==> config.mk <==
export PLATFORM = sky130hd
export DESIGN_NAME = rpc_cell
export DESIGN_NICKNAME = d
export VERILOG_FILES = /design/src/rtl/core/rpc_pkg.sv /design/src/rtl/core/rpc_cell.sv
export SDC_FILE = /design/constraint.sdc
export NUM_CORES = 1
export LEC_CHECK = 0
export BUFFER_PORTS_ARGS = -buffer_cell sky130_fd_sc_hd__buf_2
export CAP_MARGIN = 40
export CELL_PAD_IN_SITES_DETAIL_PLACEMENT = 1
export CELL_PAD_IN_SITES_GLOBAL_PLACEMENT = 1
export CORE_MARGIN = 2
export CORE_UTILIZATION = 41
export CTS_CLUSTER_DIAMETER = 100
export DETAILED_ROUTE_END_ITERATION = 8
export PLACE_DENSITY = 0.79
export RECOVER_POWER = 50
export SKIP_LAST_GASP = 1
export SLEW_MARGIN = 30
export SYNTH_ARGS = -nofsm -noshare
export SYNTH_HDL_FRONTEND = slang
export SYNTH_SLANG_ARGS = --single-unit
==> constraint.sdc <==
create_clock -name clk -period 0.85 [get_ports clk]
set_clock_uncertainty 0.05 [all_clocks]
set_input_delay 0.17 -clock clk [delete_from_list [all_inputs] [get_ports clk]]
set_output_delay 0.17 -clock clk [all_outputs]
set_load 0.03 [all_outputs]
==> src/rtl/core/rpc_pkg.sv <==
// Shared types and constants for the point rotation pipeline.
// Holds datapath widths, the CORDIC gain, the arctangent table and stage structs.
// No dependencies.
`timescale 1ns / 1ps
`default_nettype none

package rpc_pkg;

	localparam int COORD_W = 24;              // Q16.8 coordinate
	localparam int ANGLE_W = 16;              // binary angle, 2^16 per turn
	localparam int OFS_W   = COORD_W + 1;     // exact point minus center
	localparam int GUARD   = 16;              // extra fraction bits in the datapath
	localparam int XW      = 42;              // x/y datapath width
	localparam int ZW      = 32;              // angle accumulator, 2^32 per turn
	localparam int GAIN_W  = 32;
	localparam int MW      = OFS_W + GAIN_W + 1;
	localparam int SUM_W   = XW - GUARD + 2;  // rounded result plus center
	localparam int MAX_TABLE = 24;
	localparam int IN_W    = 4 * COORD_W + ANGLE_W;
	localparam int OUT_W   = 2 * COORD_W;

	localparam logic [GAIN_W-1:0] GAIN_Q32 = 32'd2608131496;

	localparam logic signed [COORD_W-1:0] OUT_MAX = {1'b0, {(COORD_W-1){1'b1}}};
	localparam logic signed [COORD_W-1:0] OUT_MIN = {1'b1, {(COORD_W-1){1'b0}}};

	// offset vector and center as it moves down the cell chain
	typedef struct packed {
		logic signed [XW-1:0]      x;
		logic signed [XW-1:0]      y;
		logic signed [ZW-1:0]      z;
		logic signed [COORD_W-1:0] cx;
		logic signed [COORD_W-1:0] cy;
	} rpc_vec_t;

	typedef struct packed {
		logic                      clipped;
		logic signed [COORD_W-1:0] ry;
		logic signed [COORD_W-1:0] rx;
	} rpc_res_t;

	// atan(2^-i) in units of 2^32 per turn, rounded to nearest
	function automatic logic [ZW-1:0] atan_entry(input int unsigned idx);
		logic [ZW-1:0] v;
		case (idx)
			0:  v = 32'd536870912;
			1:  v = 32'd316933406;
			2:  v = 32'd167458907;
			3:  v = 32'd85004756;
			4:  v = 32'd42667331;
			5:  v = 32'd21354465;
			6:  v = 32'd10679838;
			7:  v = 32'd5340245;
			8:  v = 32'd2670163;
			9:  v = 32'd1335087;
			10: v = 32'd667544;
			11: v = 32'd333772;
			12: v = 32'd166886;
			13: v = 32'd83443;
			14: v = 32'd41722;
			15: v = 32'd20861;
			16: v = 32'd10430;
			17: v = 32'd5215;
			18: v = 32'd2608;
			19: v = 32'd1304;
			20: v = 32'd652;
			21: v = 32'd326;
			22: v = 32'd163;
			23: v = 32'd81;
			default: v = '0;
		endcase
		return v;
	endfunction

endpackage

`default_nettype wire

==> src/rtl/core/rpc_cell.sv <==
// One CORDIC rotation-mode micro-rotation with a fixed shift, registered.
// Cells are chained by the top level. Uses rpc_pkg.
`timescale 1ns / 1ps
`default_nettype none

module rpc_cell #(
	parameter int IDX = 0
) (
	input  wire logic             clk,
	input  wire logic             arst_n,
	input  wire logic             en,
	input  wire logic             in_valid,
	input  rpc_pkg::rpc_vec_t     in_data,
	output logic                  out_valid,
	output rpc_pkg::rpc_vec_t     out_data
);
	import rpc_pkg::*;

	localparam logic signed [ZW-1:0] ATAN = $signed(atan_entry(IDX));

	logic signed [XW-1:0] xs, ys;
	logic                 ccw;
	rpc_vec_t             nxt;

	assign xs  = in_data.x >>> IDX;
	assign ys  = in_data.y >>> IDX;
	assign ccw = !in_data.z[ZW-1];

	always_comb begin
		nxt = in_data;
		if (ccw) begin
			nxt.x = in_data.x - ys;
			nxt.y = in_data.y + xs;
			nxt.z = in_data.z - ATAN;
		end else begin
			nxt.x = in_data.x + ys;
			nxt.y = in_data.y - xs;
			nxt.z = in_data.z + ATAN;
		end
	end

	always_ff @(posedge clk or negedge arst_n) begin
		if (!arst_n) begin
			out_valid <= 1'b0;
		end else if (en) begin
			out_valid <= in_valid;
		end
	end

	always_ff @(posedge clk) begin
		if (en) begin
			out_data <= nxt;
		end
	end

endmodule

`default_nettype wire

==> results of run 1 <==
[synthesized netlist by cell type (17+ instances only)]
cell type  number  area [µm²]
nand3_1        26         130
nand2_1        81         304
o21bai_1       23         173
nor3_1         37         185
a21oi_1       176         881
a21o_1         34         255
nor2_1         94         353
clkbuf_1       36         135
edfxtp_1      163        4890
o31ai_1        17         128
nor2b_1        17         106
inv_1         127         477
ha_1          123        1540
nand4_1        25         156
o21ai_0        93         465
xnor2_1        66         578
[cells by family after synthesis]
group                    share of synthesized area
buffers and inverters                       0.0604
adder cells (fa/ha/maj)                      0.126
AND/OR/NAND/NOR                              0.132
flip-flops                                   0.384
multiplexers                                0.0134
AO/OA/AOI/OAI                                0.233
XOR/XNOR                                    0.0519
[stage by stage]
stage,setup WS [ns],hold WS [ns],instance area (µm²)
3_3_place_gp,-2.39,-0.105,19400
2_1_floorplan,-1.84,-0.176,13600
3_5_place_dp,-2.53,-0.101,19400
==> results.json, run 1 <==
{
  "failing_step": "4_1_cts",
  "dieHeight_um": 181,
  "cts_buffers": 17,
  "clkSinkCount": 164,
  "syn_inst": 1393,
  "num_rows": 64,
  "port_buffers": 332,
  "synth_edf_count": 163,
  "start_util": 0.418,
  "status": "did not finish",
  "cts-root-buf": "clkbuf_16",
  "cts_resized": 636,
  "cts_post_setup_buffers_inserted": 59,
  "io-pin-count": 333,
  "syn_area_mm2": 0.0128,
  "hold_buffers": 81,
  "seq_area_frac_synth": 0.384,
  "dp_hpwl_um": 51900,
  "ys_ff_latch": 164,
  "yosysWarnings": 0,
  "syn-mean-instance-area_um2": 9.20,
  "placed_cells": 2587,
  "synth_fp_nets": 1688,
  "h-tree-depth": 4,
  "cts_buffer_depth": 2,
  "synth_cell_types": 81,
  "first-error": "[ERROR DPL-0033] detailed placement checks failed during check placement.",
  "async_flop_share": 0.00610,
  "synth_top_flop_cell": "edfxtp_1",
  "gp_congestion": 0.992,
  "die_x_um": 181
}
==> run 2: changes to the inputs <==
--- a/config.mk
+++ b/config.mk
@@ -7,13 +7,10 @@
 export LEC_CHECK = 0
 export BUFFER_PORTS_ARGS = -buffer_cell sky130_fd_sc_hd__buf_2
 export CAP_MARGIN = 40
-export CELL_PAD_IN_SITES_DETAIL_PLACEMENT = 1
-export CELL_PAD_IN_SITES_GLOBAL_PLACEMENT = 1
 export CORE_MARGIN = 2
-export CORE_UTILIZATION = 41
-export CTS_CLUSTER_DIAMETER = 100
+export CORE_UTILIZATION = 39
 export DETAILED_ROUTE_END_ITERATION = 8
-export PLACE_DENSITY = 0.79
+export PLACE_DENSITY_LB_ADDON = 0.15
 export RECOVER_POWER = 50
 export SKIP_LAST_GASP = 1
 export SLEW_MARGIN = 30
==> run 2 against run 1 <==
  * Synthesized cell count stayed put
  * The flow now finishes, with violations (negative setup slack)
  * Synthesized area did not move
==> results.json, run 2 <==
{
  "grt_start_max_net_pins": 60,
  "synth_fp_nets": 1688,
  "synth_top_flop_cell": "edfxtp_1",
  "cts_buffer_depth": 2,
  "max_freq_ghz": 0.392,
  "rsz0062_at_grt": "true",
  "drive_gt1_frac": 0.554,
  "port_buffers": 332,
  "layout_min_cycle_time_ns": 2.55,
  "largest_reg_flops": 163,
  "grt_pass1_vias": 15622,
  "cts_buffers": 17,
  "seq_area_frac_synth": 0.384,
  "leakagePower_nw": 11.1,
  "final-setup-viol-count": 249,
  "synth_edf_count": 163,
  "syn_to_final_growth_pct": 91.7,
  "fillers": 2199,
  "post_drt_wl_per_cell_um": 21.7,
  "hp-class": "primary input to flop",
  "top_regs": "out_data x163, out_valid x1",
  "yosysMostFrequentCell": "a21oi_1",
  "netSwitchingFraction": 0.381,
  "busiest_layer": "met2",
  "grt_use_met3": 0.0686,
  "via_per_inst": 5.33,
  "async_flop_share": 0.00610,
  "worst_slew_pin_slew_ns": 0.661,
  "power_density_mw_per_mm2": 1500,
  "drv_slew": 0,
  "clkSinkCount": 164,
  "p_seq_frac": 0.295,
  "h-tree-depth": 4,
  "internal_power_mw": 22.8,
  "vdd_ir_drop_max_uv": 1500,
  "cts_tree": "yes",
  "finalNetCount": 2688,
  "path_max_fanout": 5,
  "use_met2": 0.599,
  "dp_slack_ns": -2.31,
  "ys_ff_latch": 164,
  "yosys-top-cells-count": "a21oi_1, edfxtp_1, inv_1",
  "overflow": 0,
  "drtIter0Drc": 1132,
  "die_area_mm2": 0.0343,
  "post-route-period-util": 3.00,
  "final_cell_mix": "buf_4, buf_6, edfxtp_1",
  "start_util": 0.395,
  "firstDrtPassIters": 5,
  "die_x_um": 185,
  "dieHeight_um": 185,
  "synth.area.top_cells": "edfxtp_1, ha_1, a21oi_1",
  "clkPwrFrac": 0.209,
  "crit_path_end_kind": "flop",
  "vias": 15191,
  "status": "finished, violations left",
  "combPwrFrac": 0.496,
  "crit_arrival_ns": 2.70,
  "cap_violations": 0,
  "io-pin-count": 333,
  "critPathLaunchType": "primary input",
  "num_rows": 66,
  "top_register": "out_data",
  "grt_usage": 0.346,
  "grt_pass1_wl_um": 89100,
  "violations": "negative setup slack",
  "layout_setup_ws_ns": -1.70,
  "layout_commonest_cell": "buf_4",
  "routed_wl_um": 61800,
  "hold_viol_final": 0,
  "antenna_found_initial": 1,
  "cts-root-buf": "clkbuf_16",
  "syn-mean-instance-area_um2": 9.20,
  "final_core_util": 0.757,
  "use_met1": 0.422,
  "relSlewSlack": 0.559,
  "yosysWarnings": 0,
  "cp.required_ns": 1.01,
  "synth_top_area_share": 0.382,
  "clkLatencyLatePin_ns": 0.45,
  "drc_errors": 0,
  "synth_cell_types": 81,
  "core_mm2": 0.0325,
  "syn_area_mm2": 0.0128,
  "syn_inst": 1393,
  "gp_congestion": 0.962,
  "switching_power_mw": 14.0,
  "path_clk_slew_ns": 0.07,
  "dp_hpwl_um": 44000,
  "synth_area_leader_cell": "edfxtp_1",
  "worstSetupPathType": "primary input to flop",
  "drtAntennaViolNets": 0
}
[run 2: power by group through the flow]
stage | clock network [mW] | registers, mW | logic, mW
6_report | 7.69 | 10.8 | 18.2
5_1_grt | 8.05 | 10.9 | 19.1
4_1_cts | 7.70 | 10.8 | 17.0
3_5_place_dp | 0 | 10.7 | 13.9
3_3_place_gp | 0 | 10.7 | 13.9
2_1_floorplan | 0 | 12.8 | 5.22
[run 2: repair_timing]
action                     in CTS  in global routing
setup buffers                  60                 36
pin swaps                     152                118
hold endpoints to repair       81                  0
resized for setup             628                144
setup endpoints to repair     248                249
cloned                          0                  1
hold buffers                   81                  0
[run 2: final timing paths]
check	slack [ns]	from	depth (start not counted)	end
setup / recovery	-1.70	in_data[100]	16	out_data[163]
hold / removal	0.002	in_data[78]	2	out_data[78]
setup reg to reg	-0.11	out_valid	2	out_valid
hold reg to reg	0.59	out_valid	2	out_valid
max in group asynchronous	0.09	arst_n	3	out_valid
min in group asynchronous	0.54	arst_n	3	out_valid
[run 2: cell type report]
cell class / instances / area, µm² / area share
Multi-Input combinational cell: 1032 / 9270 / 0.377
Timing Repair Buffer: 1045 / 8730 / 0.355
Sequential cell: 164 / 4920 / 0.200
Tap cell: 442 / 553 / 0.0225
Inverter: 133 / 548 / 0.0223
Clock buffer: 18 / 429 / 0.0175
Clock inverter: 14 / 118 / 0.00479
Antenna cell: 1 / 2.50 / 0.000102
[run 2: kinds of logic after synthesis]
| logic type | count (synthesis) | synth area share |
|---|---|---|
| flip-flops | 164 | 0.384 |
| multiplexers | 17 | 0.0134 |
| AO/OA/AOI/OAI | 467 | 0.233 |
| buffers and inverters | 197 | 0.0604 |
| AND/OR/NAND/NOR | 345 | 0.132 |
| adder cells (fa/ha/maj) | 127 | 0.126 |
| XOR/XNOR | 76 | 0.0519 |
[run 2: worst max-delay path, cell delays in order]
cell and delay (ns):
buf_2 0.09, inv_1 0.04, ha_1 0.32, inv_2 0.10, buf_4 0.17, nand2_1 0.16, nor4_4 0.25, buf_4 0.20
buf_12 0.10, o211ai_4 0.08, nand4_4 0.15, a311oi_4 0.12, buf_6 0.15, o31ai_4 0.27, a311oi_2 0.15, xor2_1 0.17
[run 2: metrics by stage]
step                      std cells  cell area (µm²)  hold WS (ns)  total power, mW  TNS (ns)
final                          2849            24600       0.00175             36.8   -168.46
after CTS                      2819            23800       -0.0165             35.5   -166.52
after detailed placement       2657            19700        -0.103             24.6   -175.68
after global placement         2657            19700        -0.102             24.5   -173.52
after global routing           2849            24600       0.00899             38.1   -177.07
after floorplan                1393            13600        -0.176             18.0   -106.58
[run 2: routing by layer]
metal  share of wire  vias up
met4           0.033        0
met3           0.064      122
met1            0.41     7309
met5               0        -
met2            0.49      670
li1                -     7090
No activity file was read; power rests on OpenSTA's default activity.
