===== src/rtl/core/rpc_pkg.sv =====
// Shared types and constants for the point rotation pipeline.
// Holds datapath widths, the CORDIC gain, the arctangent table and stage structs.
// No dependencies.
`timescale 1ns / 1ps
`default_nettype none

package rpc_pkg;

	localparam int COORD_W = 24;              // Q16.8 coordinate
	localparam int ANGLE_W = 16;              // binary angle, 2^16 per turn
	localparam int OFS_W   = COORD_W + 1;     // exact point minus center
	localparam int GUARD   = 16;              // extra fraction bits in the datapath
	localparam int XW      = 42;              // x/y datapath width
	localparam int ZW      = 32;              // angle accumulator, 2^32 per turn
	localparam int GAIN_W  = 32;
	localparam int MW      = OFS_W + GAIN_W + 1;
	localparam int SUM_W   = XW - GUARD + 2;  // rounded result plus center
	localparam int MAX_TABLE = 24;
	localparam int IN_W    = 4 * COORD_W + ANGLE_W;
	localparam int OUT_W   = 2 * COORD_W;

	localparam logic [GAIN_W-1:0] GAIN_Q32 = 32'd2608131496;

	localparam logic signed [COORD_W-1:0] OUT_MAX = {1'b0, {(COORD_W-1){1'b1}}};
	localparam logic signed [COORD_W-1:0] OUT_MIN = {1'b1, {(COORD_W-1){1'b0}}};

	// offset vector and center as it moves down the cell chain
	typedef struct packed {
		logic signed [XW-1:0]      x;
		logic signed [XW-1:0]      y;
		logic signed [ZW-1:0]      z;
		logic signed [COORD_W-1:0] cx;
		logic signed [COORD_W-1:0] cy;
	} rpc_vec_t;

	typedef struct packed {
		logic                      clipped;
		logic signed [COORD_W-1:0] ry;
		logic signed [COORD_W-1:0] rx;
	} rpc_res_t;

	// atan(2^-i) in units of 2^32 per turn, rounded to nearest
	function automatic logic [ZW-1:0] atan_entry(input int unsigned idx);
		logic [ZW-1:0] v;
		case (idx)
			0:  v = 32'd536870912;
			1:  v = 32'd316933406;
			2:  v = 32'd167458907;
			3:  v = 32'd85004756;
			4:  v = 32'd42667331;
			5:  v = 32'd21354465;
			6:  v = 32'd10679838;
			7:  v = 32'd5340245;
			8:  v = 32'd2670163;
			9:  v = 32'd1335087;
			10: v = 32'd667544;
			11: v = 32'd333772;
			12: v = 32'd166886;
			13: v = 32'd83443;
			14: v = 32'd41722;
			15: v = 32'd20861;
			16: v = 32'd10430;
			17: v = 32'd5215;
			18: v = 32'd2608;
			19: v = 32'd1304;
			20: v = 32'd652;
			21: v = 32'd326;
			22: v = 32'd163;
			23: v = 32'd81;
			default: v = '0;
		endcase
		return v;
	endfunction

endpackage

`default_nettype wire


===== src/rtl/core/rpc_post.sv =====
// Back end: round to Q16.8, add the center, saturate, and hold the result
// in an output register backed by one spare entry. Uses rpc_pkg.
`timescale 1ns / 1ps
`default_nettype none

module rpc_post (
	input  wire logic             clk,
	input  wire logic             arst_n,
	input  wire logic             in_valid,
	input  rpc_pkg::rpc_vec_t     in_data,
	output logic                  en,
	output logic                  out_valid,
	input  wire logic             out_ready,
	output rpc_pkg::rpc_res_t     out_data
);
	import rpc_pkg::*;

	logic signed [XW:0]        rnd_x, rnd_y;
	logic signed [SUM_W-1:0]   sum_x, sum_y;
	logic                      clip_x, clip_y;
	rpc_res_t                  res;

	logic                      out_valid_q, spare_valid_q;
	rpc_res_t                  out_q, spare_q;
	logic                      take_in, out_free;

	assign rnd_x = {in_data.x[XW-1], in_data.x} + $signed((XW+1)'(1) <<< (GUARD - 1));
	assign rnd_y = {in_data.y[XW-1], in_data.y} + $signed((XW+1)'(1) <<< (GUARD - 1));
	assign sum_x = SUM_W'($signed(rnd_x[XW:GUARD])) + SUM_W'(in_data.cx);
	assign sum_y = SUM_W'($signed(rnd_y[XW:GUARD])) + SUM_W'(in_data.cy);

	always_comb begin
		clip_x = 1'b1;
		clip_y = 1'b1;
		if (sum_x > SUM_W'(OUT_MAX)) begin
			res.rx = OUT_MAX;
		end else if (sum_x < SUM_W'(OUT_MIN)) begin
			res.rx = OUT_MIN;
		end else begin
			res.rx = sum_x[COORD_W-1:0];
			clip_x = 1'b0;
		end
		if (sum_y > SUM_W'(OUT_MAX)) begin
			res.ry = OUT_MAX;
		end else if (sum_y < SUM_W'(OUT_MIN)) begin
			res.ry = OUT_MIN;
		end else begin
			res.ry = sum_y[COORD_W-1:0];
			clip_y = 1'b0;
		end
		res.clipped = clip_x | clip_y;
	end

	// the chain freezes only once the spare holds a beat
	assign en       = !spare_valid_q;
	assign take_in  = in_valid && en;
	assign out_free = !out_valid_q || out_ready;

	always_ff @(posedge clk or negedge arst_n) begin
		if (!arst_n) begin
			out_valid_q   <= 1'b0;
			spare_valid_q <= 1'b0;
		end else if (out_free) begin
			out_valid_q   <= spare_valid_q || take_in;
			spare_valid_q <= 1'b0;
		end else if (take_in) begin
			spare_valid_q <= 1'b1;
		end
	end

	always_ff @(posedge clk) begin
		if (out_free) begin
			if (spare_valid_q) begin
				out_q <= spare_q;
			end else if (take_in) begin
				out_q <= res;
			end
		end else if (take_in) begin
			spare_q <= res;
		end
	end

	assign out_valid = out_valid_q;
	assign out_data  = out_q;

	property p_spare_needs_out;
		@(posedge clk) disable iff (!arst_n)
		spare_valid_q |-> out_valid_q;
	endproperty
	a_spare_needs_out: assert property (p_spare_needs_out)
		else $error("spare entry holds a beat while output register is empty");

	property p_spare_fill_on_stall;
		@(posedge clk) disable iff (!arst_n)
		(!spare_valid_q && out_valid_q && !out_ready && in_valid) |=> spare_valid_q;
	endproperty
	a_spare_fill_on_stall: assert property (p_spare_fill_on_stall)
		else $error("beat from chain not caught while output stalled");

	property p_spare_drain;
		@(posedge clk) disable iff (!arst_n)
		(spare_valid_q && out_ready) |=> (out_valid_q && !spare_valid_q);
	endproperty
	a_spare_drain: assert property (p_spare_drain)
		else $error("spare entry not moved to output register");

endmodule

`default_nettype wire


===== config.mk =====
export PLATFORM = sky130hd
export DESIGN_NAME = rpc_post
export DESIGN_NICKNAME = d
export VERILOG_FILES = /design/src/rtl/core/rpc_pkg.sv /design/src/rtl/core/rpc_post.sv
export SDC_FILE = /design/constraint.sdc
export NUM_CORES = 1
export LEC_CHECK = 0
export BUFFER_PORTS_ARGS = -buffer_cell sky130_fd_sc_hd__buf_2
export CORE_ASPECT_RATIO = 0.8
export CORE_MARGIN = 3
export CORE_UTILIZATION = 45
export DETAILED_ROUTE_END_ITERATION = 8
export HOLD_SLACK_MARGIN = 0.15
export PLACE_DENSITY = 0.72
export SYNTH_ARGS = -nofsm -noshare
export SYNTH_HDL_FRONTEND = slang
export SYNTH_SLANG_ARGS = --single-unit

===== constraint.sdc =====
create_clock -name clk -period 6.41 [get_ports clk]
set_input_delay 0.641 -clock clk [delete_from_list [all_inputs] [get_ports clk]]
set_output_delay 0.641 -clock clk [all_outputs]
set_load 0.01 [all_outputs]

# [Word-level counts from Yosys, hierarchy flattened]
# Cells that the tools add are included.
[totals] register_bits=100 input_bits=168 output_inout_bits=51 wordCells=39
[classes] add_sub_neg=4 magnitude_cmp=4 muxes=12 bitwise=2 n_reduce_logical=9
[ops] operator="49-bit 2-to-1 mux" count=2
[ops] operator="24-bit 2-to-1 mux" count=4
[ops] operator="42-bit by 17-bit adder with 43-bit output (second input constant)" count=2
[ops] operator="27-bit by 24-bit adder with 28-bit output" count=2
[ops] operator="28-bit by 24-bit greater-than comparator with 1-bit output (second input constant)" count=2
[ops] operator="28-bit by 24-bit less-than comparator with 1-bit output (second input constant)" count=2
[ops] operator="1-bit 2-to-1 mux" count=6
[ops] operator="2-bit AND reduction" count=2
[ops] operator="2-bit nonzero test" count=2
[ops] operator="1-bit zero test" count=2
[ops] operator="1-bit logical OR" count=2
[ops] operator="1-bit logical AND" count=1
[ops] operator="1-bit NOT" count=1
[ops] operator="1-bit bitwise OR" count=1

# [Depth between registers and ports, before layout]
[logic_depth] depth_word=8 ltp_mapped=21 depth_no_buf=19

# [Least setup slack after synthesis]
# OpenSTA, ideal clock, no wires.
[synth_timing] path_type="input to register" startpoint="input out_ready" endpoint="register spare_q[0] in the netlist's numbering (enable)" setup_time_ns=0.526 arrival_time_ns=4.453 required_ns=5.884 path_slack_ns=1.431 path_stages=2 path_buffers=0 cell_sequence="nand2b_1 > nor3b_1"
[synth_between] elab_chain_len=3
[synth_rtl] item="start: declaration" line_no="rpc_post.sv:13" rtl="input wire logic out_ready,"
[synth_rtl] item="1-bit logical OR" line_no="rpc_post.sv:57" rtl="assign out_free = !out_valid_q || out_ready;"
[synth_rtl] item="1-bit NOT (no line)"
[synth_rtl] item="2-bit AND reduction (no line)"
[synth_rtl] item="end signal: assignment" line_no="rpc_post.sv:79" rtl="spare_q <= res;"
[synth_rtl] item="end: declaration" line_no="rpc_post.sv:24" rtl="rpc_res_t out_q, spare_q;"
# No other way between the ends.
# A chain may end at the register's enable or synchronous reset.

# [Worst setup path after layout]
[layout_timing] startpoint="input in_data[97] in the netlist's numbering" endpoint="register out_q, in the netlist out_data[31], data pin"
[layout_between] elab_chain_len=7 elab_cells_between_ends=8 classes_between="add/sub (2); order compare (2); mux (4)"
[layout_rtl] item="start: declaration" line_no="rpc_post.sv:10" rtl="input rpc_pkg::rpc_vec_t in_data,"
[layout_rtl] item="42-bit by 17-bit adder with 43-bit output (*)" line_no="rpc_post.sv:28" rtl="assign rnd_y = {in_data.y[XW-1], in_data.y} + $signed((XW+1)'(1) <<< (GUARD - 1));"
[layout_rtl] item="27-bit by 24-bit adder with 28-bit output (*)" line_no="rpc_post.sv:30" rtl="assign sum_y = SUM_W'($signed(rnd_y[XW:GUARD])) + SUM_W'(in_data.cy);"
[layout_rtl] item="28-bit by 24-bit less-than comparator with 1-bit output" line_no="rpc_post.sv:45" rtl="end else if (sum_y < SUM_W'(OUT_MIN)) begin"
[layout_rtl] item="24-bit 2-to-1 mux" line_no="rpc_post.sv:45"
[layout_rtl] item="24-bit 2-to-1 mux (*)" line_no="rpc_post.sv:43" rtl="if (sum_y > SUM_W'(OUT_MAX)) begin"
[layout_rtl] item="49-bit 2-to-1 mux (*)" line_no="rpc_post.sv:75" rtl="end else if (take_in) begin"
[layout_rtl] item="49-bit 2-to-1 mux (*)" line_no="rpc_post.sv:73" rtl="if (spare_valid_q) begin"
[layout_rtl] item="end signal: assignment" line_no="rpc_post.sv:74" rtl="out_q <= spare_q;"
[layout_rtl] item="end signal: assignment" line_no="rpc_post.sv:76" rtl="out_q <= res;"
[layout_rtl] item="end: declaration" line_no="rpc_post.sv:24"
# Mark *: on every way between the ends. The rest lies on a longest branch, timed or not. The select of a mux whose other input is x is not followed.

==> results.tsv <==
stage	metric	value	unit
die	IO Count	219	
drt	DRC	0	
clocking	clk sinks	100	
final_layout	Inserted Diodes	0	
critical_path	CP top delay family	simple AND/OR/NAND/NOR gates	
synth	Syn. warnings	0	
power	Final Total Pwr	2.061	mW
worst_hold_path	hold endpoint	out_valid	
sta	RSZ-0062 raised after global routing	false	
outcome	status	completed	
worst_hold_path	Hold Crit Start	in_valid	
critical_path	Max FO, Critical Path	20	
global_routing	Tot GR Track Use	17.97	%
sta	Final WS setup	1276	ps
global_routing	GR Overflow Total	0	
critical_path	Reg2Reg Depth	4	
critical_path	FF-to-FF setup slack	4100	ps
critical_path	Worst setup SP type	input port	
drt	detailed-route wire length	18130	um
global_routing	vias in the first global route	6014	
synth	Mean Syn Cell Area	9.951	um^2
die	starting density of the core	46.27	%
synth	Synth top area share	36.37	%
job	Max Cap Viol	0	
clocking	Worst-Skew Late Latency	340	ps
die	Die Ht	125.9	um
sta	FMAX	0.1948	GHz
critical_path	RR Endpoint	out_data[31]	
power	power density over cell area	221.5	nW/um^2
worst_hold_path	HP Class	input port to register	
synth	Yosys reg bits	100	
final_layout	Layout area overhead	15.02	%
drt	wire per inst	15.28	um
critical_path	worst r2r src	spare_valid_q	
power	P_leak	3.687	nW
clocking	Worst-path clk slew	70	ps
synth	share of synthesized registers carrying an async set or reset	2.000	%
synth	Cells after Synth	813	
global_routing	largest net degree at the start of global routing	53	
power	NetSw	678.2	uW
sta	Worst-Margin Slew	815.9	ps
critical_path	CP Buf/Inv Count	1	
synth	Post-synth top flop	edfxtp_1	
final_layout	fraction of layout instances using a drive strength above 1	26.43	%
placement	dpl ws	954.1	ps
critical_path	Critical Path Sink Type	register	
sta	final hold viol count	0	
drt	drt pass-1 iters	5	
worst_hold_path	worst hold stages	3	
final_layout	most frequent cells in the layout	buf_2 (156), edfxtp_1 (98), nand2_1 (96)	
critical_path	Crit path largest cell delay	690	ps
drt	DR iter-0 viols	430	
critical_path	critical path cell sequence	buf_2 > nand3_1 > nor2_1 > nand4_1 > nor2_1 > and3_1 > and4_1 > xor2_1 > ha_1 > and4_4 > and3_1 > a41oi_1 > o211ai_1 > a41oi_2 > xor2_1 > nand2_1 > o31ai_4 > and2_1 > a2bb2oi_1	
synth	post-synthesis instance area	8090	um^2
drt	via total after detailed routing	6573	
clocking	CTS buffer count	9	
synth	syn nets	1049	
placement	I/O Buffers	156	
synth	Post-synth EDFFs	98	
clocking	Max Buffers Root-to-Sink	2	
power	Reg power frac	40.7	%
critical_path	worst setup path start	in_data[97]	
global_routing	first-pass GRT wire length	29300	um
critical_path	critical path required time	6450	ps
power	Logic pwr share	34.5	%
critical_path	CP arrival	5180	ps
power	Int Pwr	1.383	mW
synth	Synth area leader	edfxtp_1	
drt	vias per inst	5.542	
sta	Slew Limit Headroom	45.61	%
clocking	clk root buf	clkbuf_16	
sta	final setup violation count	0	
sta	Worst Skew	8.039	ps
final_layout	Nets	1192	
drt	Final ANT Viol Nets	0	
synth	distinct cell type count after synthesis	77	
synth	sequential cell area fraction in the yosys report	36.99	%
sta	setup TNS	0	ps
clocking	CTS HTree Levels	3	
power	Peak VDD IR	0.1395	mV
clocking	CTS tree	done	
die	Rows	43	
critical_path	CP Class	input port to register	
sta	Slew Viols, Final	0	
power	clock share of power	24.8	%
placement	GPL Wtd Cong	0.8945	
die	core area	17490	um^2
critical_path	Slowest-stage cell, CP	and2_1	
final_layout	post-layout util	53.22	%
placement	DPL Wire Length	14230	um
power	Sw Ratio	32.91	%
die	Die Span X	155.9	um
synth	largest cells by area after synthesis	edfxtp_1 (36%), ha_1 (10%), xnor2_1 (6.4%), nand2_1 (4.5%), xor2_1 (4.1%)	
die	die area	19630	um^2
sta	fin crit period	5134	ps
sta	final worst-path cycle share	80.09	%
final_layout	most common cell after layout, fill and taps aside	buf_2	
global_routing	antenna violations before repair	0	
## routing by layer
metal  part of all wire (%)  GRT usage (%)  wire length [um]
met1                     51          27.93              9302
met2                     42          26.54              7679
met3                    5.7          3.504              1025
met4                   0.66          2.336               119
met5                      0              0                 0
## repair_timing
action / 4_1_cts / 5_1_grt
hold buffers: 1 / 0
setup buffers: 0 / 0
hold endpoints to repair: 2 / 0
endpoints found under the setup margin: 0 / 0
resized for setup: 0 / 0
## how the worst max path moves through the flow
stage | to | cells after the start
2_1_floorplan | spare_q[0] | 2
3_3_place_gp | out_data[45] | 19
3_5_place_dp | out_data[31] | 19
4_1_cts | out_data[31] | 19
5_1_grt | out_data[31] | 19
6_report | out_data[31] | 19
## kinds of logic after synthesis
logic type               Yosys count  share of synthesized area [%]
XOR/XNOR                          97                          10.50
adder cells (fa/ha/maj)           68                          10.70
AO/OA/AOI/OAI                    221                          19.56
buffers and inverters             50                          3.294
multiplexers                      27                          3.743
flip-flops                       100                          36.99
AND/OR/NAND/NOR                  250                          15.20
## cells in the mapped netlist (2+ instances only)
master,count
and2_1,5
o211ai_1,12
a21o_1,17
nand2_1,96
a31oi_1,9
buf_2,6
fa_1,2
xor2_1,38
nand4_1,15
nor4_1,3
nand3_1,39
a21boi_0,3
o21ai_2,19
clkbuf_1,13
a211oi_2,2
and3_1,17
inv_1,17
ha_1,66
a21oi_1,45
o21bai_1,8
a41oi_1,3
a21boi_2,2
a211oi_1,5
and4_1,5
nand2b_1,7
xnor2_1,59
dfrtp_1,2
mux2_2,26
a2bb2oi_1,20
o21ai_1,6
o21a_1,9
buf_6,4
nor2_1,39
o21ai_0,34
clkbuf_8,2
nor3b_1,3
nor2b_1,4
a31o_2,2
buf_4,5
or2b_1,2
nor3_1,3
a221oi_1,2
edfxtp_1,98
o31ai_1,3
a21oi_2,4
## registers in the layout, summed over array words and instances (netlist names)
name	cells
out_data	49
spare_q	49
spare_valid_q	1
out_valid	1
## power groups by stage
| stage | registers, mW | clock network (mW) | logic, mW |
|---|---|---|---|
| CTS | 0.840 | 0.527 | 0.714 |
| global route | 0.843 | 0.553 | 0.795 |
| detailed placement | 0.853 | 0 | 0.708 |
| global placement | 0.853 | 0 | 0.698 |
| finish | 0.838 | 0.512 | 0.711 |
| floorplan | 0.872 | 0 | 0.501 |
## worst min-delay path: cells and delay by family
| family | cells | cell delay, ps |
|---|---|---|
| buffers and inverters | 1 | 100 |
| and+or+nand+nor | 2 | 100 |
## stage by stage
| stage | hold slack (ps) | cells | instance area, um^2 |
|---|---|---|---|
| after global placement | 428.5 | 1169 | 9010 |
| after floorplan | 345.4 | 813 | 8090 |
| after global routing | 548.1 | 1186 | 9305 |
| final | 541.2 | 1186 | 9305 |
| after CTS | 530.0 | 1186 | 9305 |
| after detailed placement | 426.7 | 1169 | 9010 |
## cell type report
class / instances / area [um^2]
Clock buffer: 10 / 229.0
Timing Repair Buffer: 163 / 835.8
Fill cell: 1600 / 8180
Tap cell: 225 / 281.5
Clock inverter: 6 / 56.30
Multi-Input combinational cell: 663 / 4837
Inverter: 19 / 72.57
Sequential cell: 100 / 2993
Power figures use the tool's default switching activity.
