--- src/rtl/core/rpc_pkg.sv ---
// Shared types and constants for the point rotation pipeline.
// Holds datapath widths, the CORDIC gain, the arctangent table and stage structs.
// No dependencies.
`timescale 1ns / 1ps
`default_nettype none

package rpc_pkg;

	localparam int COORD_W = 24;              // Q16.8 coordinate
	localparam int ANGLE_W = 16;              // binary angle, 2^16 per turn
	localparam int OFS_W   = COORD_W + 1;     // exact point minus center
	localparam int GUARD   = 16;              // extra fraction bits in the datapath
	localparam int XW      = 42;              // x/y datapath width
	localparam int ZW      = 32;              // angle accumulator, 2^32 per turn
	localparam int GAIN_W  = 32;
	localparam int MW      = OFS_W + GAIN_W + 1;
	localparam int SUM_W   = XW - GUARD + 2;  // rounded result plus center
	localparam int MAX_TABLE = 24;
	localparam int IN_W    = 4 * COORD_W + ANGLE_W;
	localparam int OUT_W   = 2 * COORD_W;

	localparam logic [GAIN_W-1:0] GAIN_Q32 = 32'd2608131496;

	localparam logic signed [COORD_W-1:0] OUT_MAX = {1'b0, {(COORD_W-1){1'b1}}};
	localparam logic signed [COORD_W-1:0] OUT_MIN = {1'b1, {(COORD_W-1){1'b0}}};

	// offset vector and center as it moves down the cell chain
	typedef struct packed {
		logic signed [XW-1:0]      x;
		logic signed [XW-1:0]      y;
		logic signed [ZW-1:0]      z;
		logic signed [COORD_W-1:0] cx;
		logic signed [COORD_W-1:0] cy;
	} rpc_vec_t;

	typedef struct packed {
		logic                      clipped;
		logic signed [COORD_W-1:0] ry;
		logic signed [COORD_W-1:0] rx;
	} rpc_res_t;

	// atan(2^-i) in units of 2^32 per turn, rounded to nearest
	function automatic logic [ZW-1:0] atan_entry(input int unsigned idx);
		logic [ZW-1:0] v;
		case (idx)
			0:  v = 32'd536870912;
			1:  v = 32'd316933406;
			2:  v = 32'd167458907;
			3:  v = 32'd85004756;
			4:  v = 32'd42667331;
			5:  v = 32'd21354465;
			6:  v = 32'd10679838;
			7:  v = 32'd5340245;
			8:  v = 32'd2670163;
			9:  v = 32'd1335087;
			10: v = 32'd667544;
			11: v = 32'd333772;
			12: v = 32'd166886;
			13: v = 32'd83443;
			14: v = 32'd41722;
			15: v = 32'd20861;
			16: v = 32'd10430;
			17: v = 32'd5215;
			18: v = 32'd2608;
			19: v = 32'd1304;
			20: v = 32'd652;
			21: v = 32'd326;
			22: v = 32'd163;
			23: v = 32'd81;
			default: v = '0;
		endcase
		return v;
	endfunction

endpackage

`default_nettype wire

--- src/rtl/core/rpc_prep.sv ---
// Front end: offset from center, quarter-turn fold, gain scaling.
// Two registered stages feeding the first CORDIC cell. Uses rpc_pkg.
`timescale 1ns / 1ps
`default_nettype none

module rpc_prep (
	input  wire logic                       clk,
	input  wire logic                       arst_n,
	input  wire logic                       en,
	input  wire logic                       in_valid,
	input  wire logic [rpc_pkg::IN_W-1:0]   in_data,
	output logic                            out_valid,
	output rpc_pkg::rpc_vec_t               out_data
);
	import rpc_pkg::*;

	localparam logic [1:0] QUAD_0 = 2'd0;
	localparam logic [1:0] QUAD_1 = 2'd1;
	localparam logic [1:0] QUAD_2 = 2'd2;

	logic signed [COORD_W-1:0] point_x, point_y, center_x, center_y;
	logic [ANGLE_W-1:0]        rotation_angle;
	logic signed [OFS_W-1:0]   dx, dy, qx, qy;
	logic [ANGLE_W-1:0]        ang_bias, rest;
	logic [1:0]                quad;

	logic                      valid_s1;
	logic signed [OFS_W-1:0]   qx_s1, qy_s1;
	logic signed [ANGLE_W-1:0] rest_s1;
	logic signed [COORD_W-1:0] cx_s1, cy_s1;

	logic signed [MW-1:0]      prod_x, prod_y, rnd_x, rnd_y;
	logic                      valid_s2;
	rpc_vec_t                  vec_s2;

	assign point_x        = in_data[COORD_W-1:0];
	assign point_y        = in_data[2*COORD_W-1:COORD_W];
	assign center_x       = in_data[3*COORD_W-1:2*COORD_W];
	assign center_y       = in_data[4*COORD_W-1:3*COORD_W];
	assign rotation_angle = in_data[IN_W-1:4*COORD_W];

	assign dx = {point_x[COORD_W-1], point_x} - {center_x[COORD_W-1], center_x};
	assign dy = {point_y[COORD_W-1], point_y} - {center_y[COORD_W-1], center_y};

	// nearest quarter turn; the rest wraps into [-1/8, +1/8) of a turn
	assign ang_bias = rotation_angle + 16'h2000;
	assign quad     = ang_bias[ANGLE_W-1:ANGLE_W-2];
	assign rest     = rotation_angle - {quad, {(ANGLE_W-2){1'b0}}};

	always_comb begin
		case (quad)
			QUAD_0: begin
				qx = dx;
				qy = dy;
			end
			QUAD_1: begin
				qx = -dy;
				qy = dx;
			end
			QUAD_2: begin
				qx = -dx;
				qy = -dy;
			end
			default: begin
				qx = dy;
				qy = -dx;
			end
		endcase
	end

	always_ff @(posedge clk or negedge arst_n) begin
		if (!arst_n) begin
			valid_s1 <= 1'b0;
			valid_s2 <= 1'b0;
		end else if (en) begin
			valid_s1 <= in_valid;
			valid_s2 <= valid_s1;
		end
	end

	always_ff @(posedge clk) begin
		if (en) begin
			qx_s1   <= qx;
			qy_s1   <= qy;
			rest_s1 <= rest;
			cx_s1   <= center_x;
			cy_s1   <= center_y;
		end
	end

	// scale by the CORDIC gain, round half up into the guard format
	assign prod_x = qx_s1 * $signed({1'b0, GAIN_Q32});
	assign prod_y = qy_s1 * $signed({1'b0, GAIN_Q32});
	assign rnd_x  = prod_x + $signed(MW'(1) <<< (GUARD - 1));
	assign rnd_y  = prod_y + $signed(MW'(1) <<< (GUARD - 1));

	always_ff @(posedge clk) begin
		if (en) begin
			vec_s2.x  <= rnd_x[MW-1:GUARD];
			vec_s2.y  <= rnd_y[MW-1:GUARD];
			vec_s2.z  <= {rest_s1, {(ZW-ANGLE_W){1'b0}}};
			vec_s2.cx <= cx_s1;
			vec_s2.cy <= cy_s1;
		end
	end

	assign out_valid = valid_s2;
	assign out_data  = vec_s2;

endmodule

`default_nettype wire

--- config.mk ---
export PLATFORM = sky130hd
export DESIGN_NAME = rpc_prep
export DESIGN_NICKNAME = d
export VERILOG_FILES = /design/src/rtl/core/rpc_pkg.sv /design/src/rtl/core/rpc_prep.sv
export SDC_FILE = /design/constraint.sdc
export NUM_CORES = 2
export LEC_CHECK = 0
export ABC_AREA = 1
export BUFFER_PORTS_ARGS = -buffer_cell sky130_fd_sc_hd__buf_2
export CAP_MARGIN = 10
export CORE_MARGIN = 2
export CORE_UTILIZATION = 40
export DETAILED_ROUTE_END_ITERATION = 8
export PLACE_DENSITY = 0.57
export SYNTH_ARGS = -nofsm -noshare
export SYNTH_HDL_FRONTEND = slang
export SYNTH_SLANG_ARGS = --single-unit
--- constraint.sdc ---
create_clock -name clk -period 12.5 [get_ports clk]
set_input_delay 2.5 -clock clk [delete_from_list [all_inputs] [get_ports clk]]
set_output_delay 2.5 -clock clk [all_outputs]
set_load 0.02 [all_outputs]
Word-level counts from Yosys, hierarchy flattened
Cells that the tools add are included.
{"block": "totals", "in_bits": 116, "elab_cells": 27, "out_inout_bits": 165, "regBits": 264}
{"block": "classes", "mux": 2, "multipliers": 2, "reduce_logical": 1, "n_addsub": 8, "n_eq_ne": 2}
{"op": "25-bit case mux with 3 select lines", "count": 2}
{"op": "58-bit by 17-bit adder with 58-bit output, second input constant", "count": 2}
{"op": "25-bit by 30-bit multiplier with 55-bit output, second input constant", "count": 2}
{"op": "25-bit negation", "count": 2}
{"op": "24-bit by 24-bit subtractor with 25-bit output", "count": 2}
{"op": "16-bit by 14-bit adder with 16-bit output, second input constant", "count": 1}
{"op": "16-bit subtractor", "count": 1}
{"op": "2-bit by 1-bit == test with 1-bit output, second input constant", "count": 1}
{"op": "2-bit == test, second input constant", "count": 1}
{"op": "2-bit logical NOT", "count": 1}

Depth between registers and ports, before layout
{"block": "logic_depth", "depth_word": 3, "mapped_depth": 34, "mapped_depth_nobuf": 34}

Least setup slack after synthesis
No wires, ideal clock.
{"block": "synth_path", "kind": "flip-flop to flip-flop", "from": "register qx_s1[22]", "to": "register vec_s2 (netlist bit out_data[158]) (data pin)", "arrival_time_ns": 6.139, "path_buffers": 0, "path_stages_with_launch": 28, "required_ns": 12.247, "setup_time_ns": 0.253, "period_less_slack_ns": 6.392, "slack_ns": 6.108, "cell_sequence": "edfxtp_1 fa_1 fa_1 inv_1 fa_1 fa_1 inv_1 fa_1 fa_1 inv_1 fa_1 inv_1 ha_1 nand2_1 nor2_1 nand2_1 nor3_1 nand3_1 nand3_1 nand2_1 nand2_1 nand2_1 nor2_2 nand2_1 nor2_1 nand3_1 nand2_1 nand2_1"}
{"block": "synth_via", "elab_chain_len": 2}
{"item": "from (decl)", "line_no": "rpc_prep.sv:28", "source": "logic signed [OFS_W-1:0] qx_s1, qy_s1;"}
{"item": "from (signal assigned)", "line_no": "rpc_prep.sv:83", "source": "qx_s1 <= qx;"}
{"item": "25-bit by 30-bit multiplier with 55-bit output", "line_no": "rpc_prep.sv:92", "source": "assign prod_x = qx_s1 * $signed({1'b0, GAIN_Q32});"}
{"item": "58-bit by 17-bit adder with 58-bit output", "line_no": "rpc_prep.sv:94", "source": "assign rnd_x = prod_x + $signed(MW'(1) <<< (GUARD - 1));"}
{"item": "via rnd_x[52]", "line_no": "rpc_prep.sv:32", "source": "logic signed [MW-1:0] prod_x, prod_y, rnd_x, rnd_y;"}
{"item": "to (decl)", "line_no": "rpc_prep.sv:34", "source": "rpc_vec_t vec_s2;"}
The timed path passes the listed nets, and every way through them passes these cells.
A chain may end at the register's enable or synchronous reset.

Worst setup path in the final report
{"block": "layout_path", "from": "register qx_s1[5]", "to": "register vec_s2 (netlist bit out_data[157]) (data pin)"}
The elaborated chain is that of the path after synthesis.

==> flow_results.xml <==
<?xml version="1.0" encoding="UTF-8"?>
<metrics>
  <group name="final_layout">
    <metric name="nNetsFinal" unit="">7806</metric>
    <metric name="area_delta_synth_final" unit="%">9.39</metric>
    <metric name="drive_above_1_share" unit="">0.0792</metric>
  </group>
  <group name="clock_tree">
    <metric name="htree_levels" unit="">2</metric>
    <metric name="cts_inserted_buffers" unit="">36</metric>
    <metric name="clock-sinks" unit="">264</metric>
    <metric name="cts_hold_buffers" unit="">0</metric>
    <metric name="later_pin_clock_latency_in_the_skew_report" unit="ns">0.62</metric>
    <metric name="cts_root_buf" unit="">sky130_fd_sc_hd__clkbuf_16</metric>
    <metric name="postCtsSetupBuffers" unit="">0</metric>
    <metric name="number_of_buffers_between_clock_root_and_the_deepest_sink" unit="">3</metric>
    <metric name="cts_tree" unit="">done</metric>
    <metric name="post_cts.resized_instances" unit="">0</metric>
    <metric name="cts.reportedPaths.clkPinSlew" unit="ns">0.07</metric>
  </group>
  <group name="grt">
    <metric name="grt_start_max_net_pins" unit="">77</metric>
    <metric name="global_route.usage.total" unit="">0.252</metric>
    <metric name="grt_antenna_before_repair" unit="">7</metric>
    <metric name="grt_pass1_wl" unit="µm">232000</metric>
    <metric name="grt_remaining_overflow" unit="">0</metric>
    <metric name="number_of_global_route_vias_before_repair" unit="">38800</metric>
  </group>
  <group name="routing">
    <metric name="drt_first_pass_iters" unit="">6</metric>
    <metric name="route.detailed.wl_per_inst" unit="µm">19.0</metric>
    <metric name="detail_route.drc_violations" unit="">0</metric>
    <metric name="vias" unit="">38900</metric>
    <metric name="antenna_violating_nets_post_route" unit="">0</metric>
    <metric name="drtIter0Drc" unit="">2517</metric>
    <metric name="routed_via_density" unit="">4.82</metric>
    <metric name="detail_route.wirelength" unit="µm">153000</metric>
  </group>
  <group name="place">
    <metric name="port_buffers" unit="">264</metric>
    <metric name="dp_hpwl" unit="µm">137000</metric>
    <metric name="final_weighted_congestion_in_routability_driven_placement" unit="">0.980</metric>
  </group>
  <group name="flow_run">
    <metric name="drv.max_cap_violation_count" unit="">0</metric>
  </group>
  <group name="die">
    <metric name="die-width" unit="µm">349</metric>
    <metric name="boundaryPins" unit="">281</metric>
    <metric name="starting_density_of_the_core" unit="">0.404</metric>
    <metric name="die_h" unit="µm">349</metric>
    <metric name="rows" unit="">126</metric>
    <metric name="core" unit="µm²">118000</metric>
    <metric name="floorplan.die_area" unit="µm²">122000</metric>
  </group>
  <group name="timing">
    <metric name="slew_headroom" unit="">0.378</metric>
    <metric name="count_of_final_setup_violators" unit="">0</metric>
    <metric name="finalWorstPathRequiredPeriod" unit="ns">7.75</metric>
    <metric name="unrepaired_setup_endpoints_after_global_routing" unit="">false</metric>
    <metric name="drv_slew" unit="">0</metric>
    <metric name="min_period_over_period" unit="">0.620</metric>
    <metric name="fmax" unit="MHz">129</metric>
    <metric name="timing_hold_violations_final" unit="">0</metric>
    <metric name="clock-skew-final" unit="ns">0.0225</metric>
    <metric name="sum_neg_setup_slack" unit="ns">0</metric>
    <metric name="worst_slew_pin_slew" unit="ns">0.934</metric>
  </group>
  <group name="logic_synthesis">
    <metric name="postSynthCellCount" unit="">6219</metric>
    <metric name="synth.cell_area" unit="µm²">47700</metric>
    <metric name="synth_seq_area_share" unit="">0.166</metric>
    <metric name="synth_cell_type_count" unit="">53</metric>
    <metric name="post_synth_edffs" unit="">262</metric>
    <metric name="postSynth.asyncResetShare" unit="">0.00758</metric>
    <metric name="yosys_reg_bits" unit="">264</metric>
    <metric name="syn_avg_cell_area" unit="µm²">7.66</metric>
    <metric name="synth.yosys.warnings" unit="">0</metric>
    <metric name="dominantRegCellSynth" unit="">sky130_fd_sc_hd__edfxtp_1</metric>
  </group>
  <group name="worst_setup_path">
    <metric name="crit_path_start_kind" unit="">register</metric>
    <metric name="timing.reg2reg.worst_path_depth" unit="">29</metric>
    <metric name="crit_top_cell" unit="">sky130_fd_sc_hd__nand2_1</metric>
    <metric name="crit-reg2reg-launch" unit="">qx_s1[5]$_DFFE_PP_</metric>
    <metric name="critPathMaxFanout" unit="">9</metric>
    <metric name="critPathArrivalTime" unit="ns">8.12</metric>
    <metric name="crit_slowest_cell" unit="">sky130_fd_sc_hd__edfxtp_1</metric>
    <metric name="reg2reg_slack" unit="ns">4.75</metric>
    <metric name="crit_type" unit="">register to register</metric>
    <metric name="crit_family" unit="">adder cells</metric>
    <metric name="critical_path.n_buffers_inverters" unit="">6</metric>
    <metric name="setup.worst_path.end_class" unit="">register</metric>
    <metric name="crit_path_max_incr_delay" unit="ns">0.73</metric>
    <metric name="crit_required" unit="ns">12.87</metric>
    <metric name="rr_endpoint" unit="">out_data[157]$_DFFE_PP_</metric>
  </group>
  <group name="worst_hold_path">
    <metric name="whs_endpoint" unit="">out_data[5]$_DFFE_PP_</metric>
    <metric name="min_from" unit="">cy_s1[5]$_DFFE_PP_</metric>
    <metric name="timing.hold.worst_path_depth" unit="">0</metric>
    <metric name="tightest_hold_check_type" unit="">register to register</metric>
  </group>
  <group name="run_status">
    <metric name="outcome" unit="">completed</metric>
  </group>
</metrics>
[cells in the final DEF (no fill, tap or decap), types with 9 or more instances in the layout]
master,n
sky130_fd_sc_hd__o21ai_0,47
sky130_fd_sc_hd__o2111ai_1,10
sky130_fd_sc_hd__nor3_2,11
sky130_fd_sc_hd__nand3_2,12
sky130_fd_sc_hd__nand4_1,104
sky130_fd_sc_hd__nand3_1,257
sky130_fd_sc_hd__o22ai_1,12
sky130_fd_sc_hd__fa_1,620
sky130_fd_sc_hd__clkbuf_16,36
sky130_fd_sc_hd__buf_2,263
sky130_fd_sc_hd__nor2_1,386
sky130_fd_sc_hd__ha_1,560
sky130_fd_sc_hd__a21oi_1,107
sky130_fd_sc_hd__or2_2,9
sky130_fd_sc_hd__xor2_1,71
sky130_fd_sc_hd__o21bai_1,17
sky130_fd_sc_hd__nand2_1,1696
sky130_fd_sc_hd__inv_1,1726
sky130_fd_sc_hd__nor2_2,40
sky130_fd_sc_hd__xnor2_1,24
sky130_fd_sc_hd__clkinv_1,11
sky130_fd_sc_hd__nor3_1,32
sky130_fd_sc_hd__nor2_4,15
sky130_fd_sc_hd__inv_2,23
sky130_fd_sc_hd__nand2_2,66
sky130_fd_sc_hd__edfxtp_1,262
sky130_fd_sc_hd__conb_1,16
sky130_fd_sc_hd__nand3b_1,17
[state kept, by name, summed over array words and instances (netlist names)]
signal	flops
valid_s1	1
cx_s1	24
rest_s1	16
qy_s1	25
qx_s1	25
out_valid	1
out_data	148
cy_s1	24
[stage by stage]
stage	util	instance area [µm²]	hold WS, ns	setup WS (ns)	std cells
final	0.441	52100	0.405	4.75	8075
after global routing	0.441	52100	0.421	4.35	8073
after CTS	0.441	52100	0.405	4.76	8073
after detailed placement	0.431	50800	0.405	4.78	8008
after global placement	0.431	50800	0.400	4.76	8008
after floorplan	-	47700	0.400	6.11	6234
[layer usage]
layer  global-route usage  vias to the layer above  wire, µm
li1                     -                    19200         -
met1                0.352                    18500     71100
met2                0.410                     1041     69600
met3               0.0361                      177      8420
met4               0.0617                       10      3910
met5                    0                        -        61
[kinds of logic (layout without fill, tap and decap cells)]
| kind of cell | Yosys count | in the layout | synth area share |
|---|---|---|---|
| AND/OR/NAND/NOR | 2677 | 2677 | 0.240 |
| buffers and inverters | 1788 | 2091 | 0.142 |
| XOR/XNOR | 98 | 98 | 0.0185 |
| adder cells (fa/ha/maj) | 1180 | 1180 | 0.407 |
| other | 1 | 18 | 0.0000787 |
| AO/OA/AOI/OAI | 211 | 211 | 0.0254 |
| flip-flops | 264 | 264 | 0.166 |
[synth_stat cells, types with 2 or more instances]
master	number	area, µm²
sky130_fd_sc_hd__inv_1	1726	6480
sky130_fd_sc_hd__nand2_1	1696	6370
sky130_fd_sc_hd__fa_1	620	12400
sky130_fd_sc_hd__ha_1	560	7010
sky130_fd_sc_hd__nor2_1	389	1460
sky130_fd_sc_hd__edfxtp_1	262	7870
sky130_fd_sc_hd__nand3_1	257	1290
sky130_fd_sc_hd__a21oi_1	107	536
sky130_fd_sc_hd__nand4_1	104	651
sky130_fd_sc_hd__xor2_1	71	622
sky130_fd_sc_hd__nand2_2	66	413
sky130_fd_sc_hd__o21ai_0	47	235
sky130_fd_sc_hd__nor2_2	37	231
sky130_fd_sc_hd__nor3_1	32	160
sky130_fd_sc_hd__xnor2_1	24	210
sky130_fd_sc_hd__inv_2	23	86.3
sky130_fd_sc_hd__nand3b_1	17	128
sky130_fd_sc_hd__o21bai_1	17	128
sky130_fd_sc_hd__buf_4	16	120
sky130_fd_sc_hd__clkbuf_1	15	56.3
sky130_fd_sc_hd__nor2_4	15	169
sky130_fd_sc_hd__nand3_2	12	120
sky130_fd_sc_hd__o22ai_1	12	75.1
sky130_fd_sc_hd__nor3_2	11	110
sky130_fd_sc_hd__o2111ai_1	10	87.6
sky130_fd_sc_hd__or2_2	9	56.3
sky130_fd_sc_hd__nor4_1	7	43.8
sky130_fd_sc_hd__and2_1	6	37.5
sky130_fd_sc_hd__clkinv_1	6	22.5
sky130_fd_sc_hd__a21o_1	4	30.0
sky130_fd_sc_hd__and3_1	4	25.0
sky130_fd_sc_hd__nand3_4	4	70.1
sky130_fd_sc_hd__o221ai_1	4	35.0
sky130_fd_sc_hd__xor2_2	3	48.8
sky130_fd_sc_hd__a221oi_1	2	17.5
sky130_fd_sc_hd__a31oi_1	2	12.5
sky130_fd_sc_hd__buf_1	2	7.51
sky130_fd_sc_hd__dfrtp_1	2	50.1
sky130_fd_sc_hd__nand2_4	2	22.5
sky130_fd_sc_hd__nor2_8	2	40.0
sky130_fd_sc_hd__o21a_1	2	15.0
[worst max-delay path by stage]
| stage | start | end | slack, ns | depth (start not counted) |
|---|---|---|---|---|
| 2_1_floorplan | qx_s1[22]$_DFFE_PP_ | out_data[158]$_DFFE_PP_ | 6.11 | 27 |
| 5_1_grt | qx_s1[5]$_DFFE_PP_ | out_data[157]$_DFFE_PP_ | 4.35 | 29 |
| 3_3_place_gp | qx_s1[22]$_DFFE_PP_ | out_data[157]$_DFFE_PP_ | 4.76 | 27 |
| 4_1_cts | qx_s1[5]$_DFFE_PP_ | out_data[157]$_DFFE_PP_ | 4.76 | 29 |
| 3_5_place_dp | qx_s1[22]$_DFFE_PP_ | out_data[157]$_DFFE_PP_ | 4.78 | 27 |
| 6_report | qx_s1[5]$_DFFE_PP_ | out_data[157]$_DFFE_PP_ | 4.75 | 29 |
[worst reg2reg max path: cells and delay by family (launching register included)]
family / cells / cell delay, ns
flops: 1 / 0.73
buf+inv: 6 / 0.59
simple gates: 15 / 2.27
fa+ha+maj: 8 / 3.91
[area by class of cell]
cell class,count,area [µm²]
Fill cell,12200,65900
Clock inverter,25,367
Timing Repair Buffer,271,1380
Clock buffer,40,916
Antenna cell,2,5.00
Sequential cell,264,7920
Multi-Input combinational cell,4182,33000
Inverter,1755,6590
Tap cell,1536,1920
Power is not shown: default switching activity piles up to over one toggle a cycle in this logic, so the estimate is an artifact.
